===== config.mk =====
export PLATFORM = sky130hd
export DESIGN_NAME = contact_joint_table_refresh
export DESIGN_NICKNAME = d
export VERILOG_FILES = /design/src/rtl/core/cjt_pkg.sv /design/src/rtl/core/contact_joint_table_refresh.sv /design/src/rtl/core/cjt_ram.sv /design/src/rtl/core/cjt_dpath.sv /design/src/rtl/core/cjt_ctrl.sv
export SDC_FILE = /design/constraint.sdc
export NUM_CORES = 2
export LEC_CHECK = 0
export BUFFER_PORTS_ARGS = -buffer_cell sky130_fd_sc_hd__buf_2
export CORE_MARGIN = 2
export CORE_UTILIZATION = 43
export CTS_CLUSTER_DIAMETER = 150
export CTS_CLUSTER_SIZE = 24
export DETAILED_ROUTE_END_ITERATION = 6
export SLEW_MARGIN = 10
export SYNTH_ARGS = -nofsm -noshare
export SYNTH_HDL_FRONTEND = slang
export SYNTH_HIERARCHICAL = 1
export SYNTH_SLANG_ARGS = --single-unit

===== constraint.sdc =====
create_clock -name clock -period 6.4 [get_ports clock]
set_clock_uncertainty 0.1 [all_clocks]
set_input_delay 1.6 -clock clock [delete_from_list [all_inputs] [get_ports clock]]
set_output_delay 1.6 -clock clock [all_outputs]
set_load 0.03 [all_outputs]

===== src/rtl/core/cjt_pkg.sv =====
// Shared types and constants for the contact joint table refresh block.
`default_nettype none

package cjt_pkg;

   localparam int FIELD_W      = 16;  // width of point and body fields on the ports
   localparam int PRIOR_W      = 7;   // signed prior slot field
   localparam int SLOT_FIELD_W = 6;   // joint_slot / live_count fields
   localparam int KIND_W       = 2;

   localparam logic [KIND_W-1:0] KIND_ACK   = 2'd0;
   localparam logic [KIND_W-1:0] KIND_SURV  = 2'd1;
   localparam logic [KIND_W-1:0] KIND_CLOSE = 2'd2;

   // table read address source
   typedef enum logic [1:0] {
      RD_REQ,    // prior slot straight off the request port
      RD_PRIOR,  // captured prior slot
      RD_LAST,   // last live entry
      RD_SCAN    // scan pointer
   } rd_sel_type;

   typedef struct packed {
      logic       capture;     // latch request fields
      logic       pt_commit;   // finish a point request, load ack
      logic       cmp_skip;    // scanned entry bound, advance
      logic       cmp_move;    // move last entry into scanned gap
      logic       emit_load;   // load survivor, advance
      logic       close_load;  // load closing item, clear marks
      logic       scan_clear;  // scan pointer back to 0
      rd_sel_type rd_sel;
   } dp_cmd_type;

   typedef struct packed {
      logic req_mode;    // mode on the request port
      logic out_free;    // output register can take a result
      logic scan_done;   // scan pointer at or past live count
      logic scan_bound;  // bound mark of scanned entry
   } dp_status_type;

endpackage

`default_nettype wire


===== src/rtl/core/contact_joint_table_refresh.sv =====
// Top level: persistent contact joint table, refreshed once per frame.
//
//   channel  prefix  direction  handshake      payload
//   request  req_    in         valid / ready  mode, point, bodies, prior slot
//   result   rsp_    out        valid / ready  kind, slot, point, bodies, flags, count
//
// For a point request the table read is issued as the request is taken, and
// the result register loads in ST_POINT once the output register is free.
// End of frame scans the live entries in ST_SCAN, skipping bound ones and removing
// unbound ones through ST_MOVE, emits each survivor through ST_EMIT_RD and
// ST_EMIT_OUT, ends in ST_CLOSE; the table has a single shared read address.
// Reset (synchronous, active high) empties the table and clears all marks.
// A stalled result holds the sequencer; the next request is taken while the
// last result of the previous one still waits.
`default_nettype none

module contact_joint_table_refresh import cjt_pkg::*; #(
   parameter int JOINT_SLOTS = 32,
   parameter int INDEX_WIDTH = 16
) (
   input  wire logic                      clock,
   input  wire logic                      reset,
   input  wire logic                      req_valid,
   output logic                           req_ready,
   input  wire logic                      req_mode,
   input  wire logic [FIELD_W-1:0]        req_point_index,
   input  wire logic [FIELD_W-1:0]        req_body_a,
   input  wire logic [FIELD_W-1:0]        req_body_b,
   input  wire logic signed [PRIOR_W-1:0] req_prior_slot,
   output logic                           rsp_valid,
   input  wire logic                      rsp_ready,
   output logic [KIND_W-1:0]              rsp_kind,
   output logic [SLOT_FIELD_W-1:0]        rsp_joint_slot,
   output logic [FIELD_W-1:0]             rsp_point_ref,
   output logic [FIELD_W-1:0]             rsp_joint_body_a_out,
   output logic [FIELD_W-1:0]             rsp_joint_body_b_out,
   output logic                           rsp_created,
   output logic                           rsp_overflow,
   output logic [SLOT_FIELD_W-1:0]        rsp_live_count,
   output logic                           rsp_last
);

   dp_cmd_type    cmd;
   dp_status_type status;

   cjt_ctrl u_ctrl (
      .clock     (clock),
      .reset     (reset),
      .req_valid (req_valid),
      .req_ready (req_ready),
      .status    (status),
      .cmd       (cmd)
   );

   cjt_dpath #(
      .JOINT_SLOTS (JOINT_SLOTS),
      .INDEX_WIDTH (INDEX_WIDTH)
   ) u_dpath (
      .clock                (clock),
      .reset                (reset),
      .cmd                  (cmd),
      .status               (status),
      .req_mode             (req_mode),
      .req_point_index      (req_point_index),
      .req_body_a           (req_body_a),
      .req_body_b           (req_body_b),
      .req_prior_slot       (req_prior_slot),
      .rsp_valid            (rsp_valid),
      .rsp_ready            (rsp_ready),
      .rsp_kind             (rsp_kind),
      .rsp_joint_slot       (rsp_joint_slot),
      .rsp_point_ref        (rsp_point_ref),
      .rsp_joint_body_a_out (rsp_joint_body_a_out),
      .rsp_joint_body_b_out (rsp_joint_body_b_out),
      .rsp_created          (rsp_created),
      .rsp_overflow         (rsp_overflow),
      .rsp_live_count       (rsp_live_count),
      .rsp_last             (rsp_last)
   );

endmodule

`default_nettype wire


===== src/rtl/core/cjt_ram.sv =====
// Generic single-write, single-read RAM with registered read data.
`default_nettype none

module cjt_ram #(
   parameter int WIDTH = 16,
   parameter int DEPTH = 32
) (
   input  wire logic                     clock,
   input  wire logic                     wr_en,
   input  wire logic [$clog2(DEPTH)-1:0] wr_addr,
   input  wire logic [WIDTH-1:0]         wr_data,
   input  wire logic [$clog2(DEPTH)-1:0] rd_addr,
   output logic      [WIDTH-1:0]         rd_data
);

   logic [WIDTH-1:0] mem_ff [DEPTH];
   logic [WIDTH-1:0] rd_data_ff;

   always_ff @(posedge clock) begin
      if (wr_en) begin
         mem_ff[wr_addr] <= wr_data;
      end
      rd_data_ff <= mem_ff[rd_addr];
   end

   assign rd_data = rd_data_ff;

endmodule

`default_nettype wire


===== src/rtl/core/cjt_dpath.sv =====
// Datapath: joint table storage, live count, scan pointer and result register.
`default_nettype none

module cjt_dpath import cjt_pkg::*; #(
   parameter int JOINT_SLOTS = 32,
   parameter int INDEX_WIDTH = 16
) (
   input  wire logic                      clock,
   input  wire logic                      reset,
   input  wire dp_cmd_type                cmd,
   output dp_status_type                  status,
   input  wire logic                      req_mode,
   input  wire logic [FIELD_W-1:0]        req_point_index,
   input  wire logic [FIELD_W-1:0]        req_body_a,
   input  wire logic [FIELD_W-1:0]        req_body_b,
   input  wire logic signed [PRIOR_W-1:0] req_prior_slot,
   output logic                           rsp_valid,
   input  wire logic                      rsp_ready,
   output logic [KIND_W-1:0]              rsp_kind,
   output logic [SLOT_FIELD_W-1:0]        rsp_joint_slot,
   output logic [FIELD_W-1:0]             rsp_point_ref,
   output logic [FIELD_W-1:0]             rsp_joint_body_a_out,
   output logic [FIELD_W-1:0]             rsp_joint_body_b_out,
   output logic                           rsp_created,
   output logic                           rsp_overflow,
   output logic [SLOT_FIELD_W-1:0]        rsp_live_count,
   output logic                           rsp_last
);

   localparam int SW = $clog2(JOINT_SLOTS);
   localparam int CW = $clog2(JOINT_SLOTS + 1);
   localparam int IW = INDEX_WIDTH;

   // captured request
   logic [IW-1:0]      point_ff, body_a_ff, body_b_ff;
   logic [PRIOR_W-1:0] prior_ff;

   logic [CW-1:0]          count_ff, count_in;
   logic [CW-1:0]          scan_ff, scan_in;
   logic [JOINT_SLOTS-1:0] bound_ff, bound_in;

   // result register
   logic                    rsp_valid_ff, rsp_valid_in;
   logic [KIND_W-1:0]       kind_ff, kind_in;
   logic [SLOT_FIELD_W-1:0] slot_ff, slot_in;
   logic [FIELD_W-1:0]      pref_ff, pref_in;
   logic [FIELD_W-1:0]      oba_ff, oba_in;
   logic [FIELD_W-1:0]      obb_ff, obb_in;
   logic                    created_ff, created_in;
   logic                    overflow_ff, overflow_in;
   logic [SLOT_FIELD_W-1:0] live_ff, live_in;
   logic                    last_ff, last_in;

   // table ports
   logic [SW-1:0]   rd_addr;
   logic            body_we, point_we;
   logic [SW-1:0]   body_waddr, point_waddr;
   logic [2*IW-1:0] body_wdata, body_rdata;
   logic [IW-1:0]   point_wdata, point_rdata;

   logic [SW-1:0] scan_idx, last_idx, count_idx, prior_idx;
   logic          out_free, prior_ok, full, rebind, append, ovf;

   assign scan_idx  = scan_ff[SW-1:0];
   assign count_idx = count_ff[SW-1:0];
   assign last_idx  = SW'(count_ff - CW'(1));
   assign prior_idx = SW'(prior_ff[SLOT_FIELD_W-1:0]);

   assign out_free = !rsp_valid_ff || rsp_ready;
   assign prior_ok = !prior_ff[PRIOR_W-1] &&
                     (PRIOR_W'(prior_ff[SLOT_FIELD_W-1:0]) < PRIOR_W'(count_ff));
   assign full     = count_ff >= CW'(JOINT_SLOTS);
   assign rebind   = cmd.pt_commit && prior_ok;
   assign ovf      = cmd.pt_commit && !prior_ok && full;
   assign append   = cmd.pt_commit && !prior_ok && !full;

   always_comb begin
      unique case (cmd.rd_sel)
         RD_REQ:   rd_addr = SW'(req_prior_slot[SLOT_FIELD_W-1:0]);
         RD_PRIOR: rd_addr = prior_idx;
         RD_LAST:  rd_addr = last_idx;
         RD_SCAN:  rd_addr = scan_idx;
         default:  rd_addr = scan_idx;
      endcase
   end

   // a move copies the last entry (read in the previous cycle) into the gap
   assign body_we     = append || cmd.cmp_move;
   assign body_waddr  = cmd.cmp_move ? scan_idx : count_idx;
   assign body_wdata  = cmd.cmp_move ? body_rdata : {body_a_ff, body_b_ff};
   assign point_we    = rebind || append || cmd.cmp_move;
   assign point_waddr = cmd.cmp_move ? scan_idx : (rebind ? prior_idx : count_idx);
   assign point_wdata = cmd.cmp_move ? point_rdata : point_ff;

   cjt_ram #(.WIDTH(2 * IW), .DEPTH(JOINT_SLOTS)) u_body_ram (
      .clock   (clock),
      .wr_en   (body_we),
      .wr_addr (body_waddr),
      .wr_data (body_wdata),
      .rd_addr (rd_addr),
      .rd_data (body_rdata)
   );

   cjt_ram #(.WIDTH(IW), .DEPTH(JOINT_SLOTS)) u_point_ram (
      .clock   (clock),
      .wr_en   (point_we),
      .wr_addr (point_waddr),
      .wr_data (point_wdata),
      .rd_addr (rd_addr),
      .rd_data (point_rdata)
   );

   always_comb begin
      count_in = count_ff;
      scan_in  = scan_ff;
      bound_in = bound_ff;

      if (rebind) begin
         bound_in[prior_idx] = 1'b1;
      end
      if (append) begin
         bound_in[count_idx] = 1'b1;
         count_in            = count_ff + CW'(1);
      end
      if (cmd.cmp_skip || cmd.emit_load) begin
         scan_in = scan_ff + CW'(1);
      end
      if (cmd.cmp_move) begin
         bound_in[scan_idx] = bound_ff[last_idx];
         count_in           = count_ff - CW'(1);
      end
      if (cmd.scan_clear) begin
         scan_in = '0;
      end
      if (cmd.close_load) begin
         bound_in = '0;
      end
   end

   always_comb begin
      kind_in     = kind_ff;
      slot_in     = slot_ff;
      pref_in     = pref_ff;
      oba_in      = oba_ff;
      obb_in      = obb_ff;
      created_in  = created_ff;
      overflow_in = overflow_ff;
      live_in     = live_ff;
      last_in     = last_ff;
      rsp_valid_in = rsp_ready ? 1'b0 : rsp_valid_ff;

      if (cmd.pt_commit) begin
         rsp_valid_in = 1'b1;
         kind_in      = KIND_ACK;
         pref_in      = FIELD_W'(point_ff);
         created_in   = append;
         overflow_in  = ovf;
         live_in      = SLOT_FIELD_W'(append ? count_ff + CW'(1) : count_ff);
         last_in      = 1'b1;
         if (rebind) begin
            slot_in = prior_ff[SLOT_FIELD_W-1:0];
            oba_in  = FIELD_W'(body_rdata[2*IW-1:IW]);
            obb_in  = FIELD_W'(body_rdata[IW-1:0]);
         end else if (ovf) begin
            slot_in = '0;
            oba_in  = FIELD_W'(body_a_ff);
            obb_in  = FIELD_W'(body_b_ff);
         end else begin
            slot_in = SLOT_FIELD_W'(count_ff);
            oba_in  = FIELD_W'(body_a_ff);
            obb_in  = FIELD_W'(body_b_ff);
         end
      end
      if (cmd.emit_load) begin
         rsp_valid_in = 1'b1;
         kind_in      = KIND_SURV;
         slot_in      = SLOT_FIELD_W'(scan_ff);
         pref_in      = FIELD_W'(point_rdata);
         oba_in       = FIELD_W'(body_rdata[2*IW-1:IW]);
         obb_in       = FIELD_W'(body_rdata[IW-1:0]);
         created_in   = 1'b0;
         overflow_in  = 1'b0;
         live_in      = SLOT_FIELD_W'(count_ff);
         last_in      = 1'b0;
      end
      if (cmd.close_load) begin
         rsp_valid_in = 1'b1;
         kind_in      = KIND_CLOSE;
         slot_in      = '0;
         pref_in      = '0;
         oba_in       = '0;
         obb_in       = '0;
         created_in   = 1'b0;
         overflow_in  = 1'b0;
         live_in      = SLOT_FIELD_W'(count_ff);
         last_in      = 1'b1;
      end
   end

   always_ff @(posedge clock) begin
      if (reset) begin
         count_ff     <= '0;
         scan_ff      <= '0;
         bound_ff     <= '0;
         rsp_valid_ff <= 1'b0;
      end else begin
         count_ff     <= count_in;
         scan_ff      <= scan_in;
         bound_ff     <= bound_in;
         rsp_valid_ff <= rsp_valid_in;
      end
   end

   always_ff @(posedge clock) begin
      if (cmd.capture) begin
         point_ff  <= IW'(req_point_index);
         body_a_ff <= IW'(req_body_a);
         body_b_ff <= IW'(req_body_b);
         prior_ff  <= req_prior_slot;
      end
      kind_ff     <= kind_in;
      slot_ff     <= slot_in;
      pref_ff     <= pref_in;
      oba_ff      <= oba_in;
      obb_ff      <= obb_in;
      created_ff  <= created_in;
      overflow_ff <= overflow_in;
      live_ff     <= live_in;
      last_ff     <= last_in;
   end

   assign status.req_mode   = req_mode;
   assign status.out_free   = out_free;
   assign status.scan_done  = scan_ff >= count_ff;
   assign status.scan_bound = bound_ff[scan_idx];

   assign rsp_valid            = rsp_valid_ff;
   assign rsp_kind             = kind_ff;
   assign rsp_joint_slot       = slot_ff;
   assign rsp_point_ref        = pref_ff;
   assign rsp_joint_body_a_out = oba_ff;
   assign rsp_joint_body_b_out = obb_ff;
   assign rsp_created          = created_ff;
   assign rsp_overflow         = overflow_ff;
   assign rsp_live_count       = live_ff;
   assign rsp_last             = last_ff;

endmodule

`default_nettype wire


===== src/rtl/core/cjt_ctrl.sv =====
// Controller: sequences point requests and the end-of-frame compaction.
`default_nettype none

module cjt_ctrl import cjt_pkg::*; (
   input  wire logic          clock,
   input  wire logic          reset,
   input  wire logic          req_valid,
   output logic               req_ready,
   input  wire dp_status_type status,
   output dp_cmd_type         cmd
);

   typedef enum logic [6:0] {
      ST_IDLE     = 7'b0000001,
      ST_POINT    = 7'b0000010,
      ST_SCAN     = 7'b0000100,
      ST_MOVE     = 7'b0001000,
      ST_EMIT_RD  = 7'b0010000,
      ST_EMIT_OUT = 7'b0100000,
      ST_CLOSE    = 7'b1000000
   } state_type;

   state_type state_ff, state_in;

   always_comb begin
      state_in  = state_ff;
      cmd       = '0;
      cmd.rd_sel = RD_SCAN;
      req_ready = 1'b0;

      unique case (state_ff)
         ST_IDLE: begin
            req_ready  = 1'b1;
            cmd.rd_sel = RD_REQ;
            if (req_valid) begin
               cmd.capture = 1'b1;
               if (status.req_mode) begin
                  cmd.scan_clear = 1'b1;
                  state_in       = ST_SCAN;
               end else begin
                  state_in = ST_POINT;
               end
            end
         end
         ST_POINT: begin
            cmd.rd_sel = RD_PRIOR;
            if (status.out_free) begin
               cmd.pt_commit = 1'b1;
               state_in      = ST_IDLE;
            end
         end
         ST_SCAN: begin
            cmd.rd_sel = RD_LAST;
            if (status.scan_done) begin
               cmd.scan_clear = 1'b1;
               state_in       = ST_EMIT_RD;
            end else if (status.scan_bound) begin
               cmd.cmp_skip = 1'b1;
            end else begin
               state_in = ST_MOVE;
            end
         end
         ST_MOVE: begin
            // last entry is on the read port now; the gap is checked again next
            cmd.rd_sel   = RD_LAST;
            cmd.cmp_move = 1'b1;
            state_in     = ST_SCAN;
         end
         ST_EMIT_RD: begin
            state_in = status.scan_done ? ST_CLOSE : ST_EMIT_OUT;
         end
         ST_EMIT_OUT: begin
            if (status.out_free) begin
               cmd.emit_load = 1'b1;
               state_in      = ST_EMIT_RD;
            end
         end
         ST_CLOSE: begin
            if (status.out_free) begin
               cmd.close_load = 1'b1;
               state_in       = ST_IDLE;
            end
         end
         default: begin
            state_in = ST_IDLE;
         end
      endcase
   end

   always_ff @(posedge clock) begin
      if (reset) begin
         state_ff <= ST_IDLE;
      end else begin
         state_ff <= state_in;
      end
   end

endmodule

`default_nettype wire


==> reports/results.tsv <==
metric	value	unit
ios	127	
ff2ff_path_depth	11	
seq_area_frac_synth	0.7259	
min_path_type	register to register	
core_area	162800	um2
route.detailed.drc	0	
layout-area-overhead-vs-synth	8.486	%
cts_made_buffers	83	
fin_crit	5.198	ns
fillerInstances	13890	
htree_levels	3	
worstPathMaxFanout	19	
whs_path_depth	2	
ys_async_sr_fraction	0	
place_area	74000	um2
post-cts-setup-buffers	0	
cts.sinks	1756	
dieArea	167100	um2
setup_tns	0	ns
dp.cells	6553	
min_period_over_period	0.8121	
track_usage	0.2153	
slew_headroom	0.1290	
dp_hpwl	109600	um
worst_pin_slew	1.293	ns
power_density	315.1	nW/um2
final_net_count	4542	
cts-root-buf	clkbuf_16	
clockBufferDepth	3	
hold_viol	0	
wire_per_inst	27.57	um
grt_max_degree	72	
dieHeight	408.8	um
clk_latency	0.73	ns
path_cells	buf_2, nand2b_1, inv_1, nor2_4, inv_1, o31ai_1, buf_4, nand3b_1, nor2_4, buf_12	
max_freq	192.4	MHz
synth_area_leader_cell	edfxtp_1	
path_clk_slew	0.11	ns
drt-total-wl	184900	um
grt_pass1_wl	264300	um
slew_viol_final	0	
synth_warnings	6	
grt_pass1_vias	37190	
hold_end	u_dpath/rsp_joint_body_b_out[11]	
cts_tree	yes	
cts_resized	0	
overflow	0	
r2r_end	u_dpath/u_point_ram/mem_ff[26][11]	
arrival	5.49	ns
avgViaCountPerCell	5.834	
p_total	24.08	mW
syn_inst	4365	
std_cell_rows	148	
io_buffers	126	
gp_congestion	0.9305	
drive_gt1_frac	0.1216	
leakage	26.38	nW
synth.top_cell.area_share	0.6807	
outcome	finished, final reports clean	
initial_core_util	0.4328	
setup_viol	0	
dr_total_vias	39130	
rsz0062_at_grt	no	
drt-initial-drc-count	4579	
ys_types	82	
mappedNetlistNets	4444	
worst-r2r-setup-slack	1.27	ns
cpMaxStageDelayCell	nor2_4	
synth_common_cells	edfxtp_1 (1597), mux2i_1 (788), nand2_1 (232), nor2_1 (223), a22oi_1 (160)	
critPathRequiredTime	6.69	ns
synthFlopType	edfxtp_1	
die_width	408.8	um
critPathKind	primary input to register	
stdcell_area	76430	um2
cp_slowest_stage_delay	0.95	ns
hold_path.startpoint	u_dpath/u_body_ram/rd_data[11]	
firstDrtPassIters	5	
ys_ff_latch	1756	
r2r_start	u_dpath/count_ff[3]	
netlist_top_cells_area	edfxtp_1 (68%), mux2i_1 (11%), dfxtp_1 (4.5%)	
drtAntennaViolNets	0	
synth_area	70450	um2
yosysMostFrequentCell	edfxtp_1	
worstSetupEndpointType	register	
cap_violations	0	
antenna_found_initial	9	
vdd_drop_max	251.7	uV
synth_edf_count	1597	
finalNonFillerCells	6707	
start_kind	primary input	
cts_hold_buf	0	
syn_area_per_cell	16.14	um2
[worst max-delay path, delay by kind of cell]
| family | cells | cell delay [ns] |
|---|---|---|
| compound gates | 1 | 0.56 |
| buf+inv | 5 | 1.12 |
| simple gates | 4 | 2.16 |
[flip-flops by register name, summed over array words and instances (netlist names), 7 cells and up]
| signal | flops |
|---|---|
| u_dpath/point_ff | 16 |
| u_dpath/u_point_ram/mem_ff | 512 |
| u_dpath/prior_ff | 7 |
| u_dpath/u_body_ram/rd_data | 32 |
| u_dpath/u_point_ram/rd_data | 16 |
| u_dpath/rsp_joint_body_b_out | 16 |
| u_dpath/body_a_ff | 16 |
| u_dpath/rsp_joint_body_a_out | 16 |
| u_ctrl/state_ff | 7 |
| u_dpath/rsp_point_ref | 16 |
| u_dpath/body_b_ff | 16 |
| u_dpath/u_body_ram/mem_ff | 1024 |
| u_dpath/bound_ff | 32 |
[cell families after synthesis]
| kind of cell | share of synthesized area |
|---|---|
| adders and majority gates | 0.003375 |
| buffers and inverters | 0.02469 |
| AOI/OAI and AO/OA | 0.06429 |
| and+or+nand+nor | 0.05158 |
| xor gates and xnor gates | 0.002486 |
| muxes | 0.1277 |
| DFF | 0.7259 |
[report_power, final]
group          switching (mW)  internal [mW]  total (mW)
Combinational            3.12           1.65        4.78
Clock                    3.51           2.53        6.04
Sequential              0.351           12.9        13.3
[per-stage QoR]
stage	worst slack, ns	util	hold WS (ns)
floorplan	0.9073	-	0.3520
global placement	0.6185	0.4546	0.3367
detailed placement	0.6565	0.4546	0.3526
CTS	1.368	0.4695	0.3581
global route	1.106	0.4695	0.3893
finish	1.202	0.4695	0.3414
[metal layers]
| metal | global-route usage | wire (um) | vias up |
|---|---|---|---|
| met5 | 0 | 13 | - |
| met4 | 0.04918 | 4199 | 2 |
| met3 | 0.03414 | 13300 | 238 |
| met2 | 0.3426 | 86610 | 1570 |
| met1 | 0.3116 | 80760 | 20130 |
| li1 | - | - | 17190 |
[how the worst max path moves through the flow]
stage	from	end	slack, ns	depth (start not counted)
2_1_floorplan	rsp_ready	u_dpath/u_body_ram/mem_ff[12][0]	0.91	11
3_3_place_gp	rsp_ready	u_dpath/u_body_ram/mem_ff[9][31]	0.62	10
3_5_place_dp	rsp_ready	u_dpath/u_body_ram/mem_ff[9][27]	0.66	10
4_1_cts	rsp_ready	u_dpath/u_body_ram/mem_ff[9][27]	1.37	10
5_1_grt	u_dpath/count_ff[5]	u_dpath/u_point_ram/mem_ff[16][11]	1.11	11
6_report	rsp_ready	u_dpath/u_body_ram/mem_ff[9][27]	1.20	10
[placed cells by master (no fill, tap or decap), drive strengths merged, types with 35 or more instances in the layout]
master and count:
nor3 64, clkbuf 147, mux2 56, nor2 226, a311oi 35, buf 280, edfxtp 1597, a21oi 158
a22oi 160, a22o 96, dfxtp 159, nand3 155, a31oi 56, mux2i 788, nand2 234
[final cells by class]
type	count	area, um2	area share
sequential	1756	51140	0.6691
clock buffer	147	2338	0.03060
antenna	1	2.502	0.00003274
inverter	28	105.1	0.001375
timing repair buffer	280	2137	0.02796
tap	2175	2721	0.03561
clock inverter	6	90.09	0.001179
multi-input combinational	2314	17890	0.2341
No activity file was read; power rests on OpenSTA's default activity.
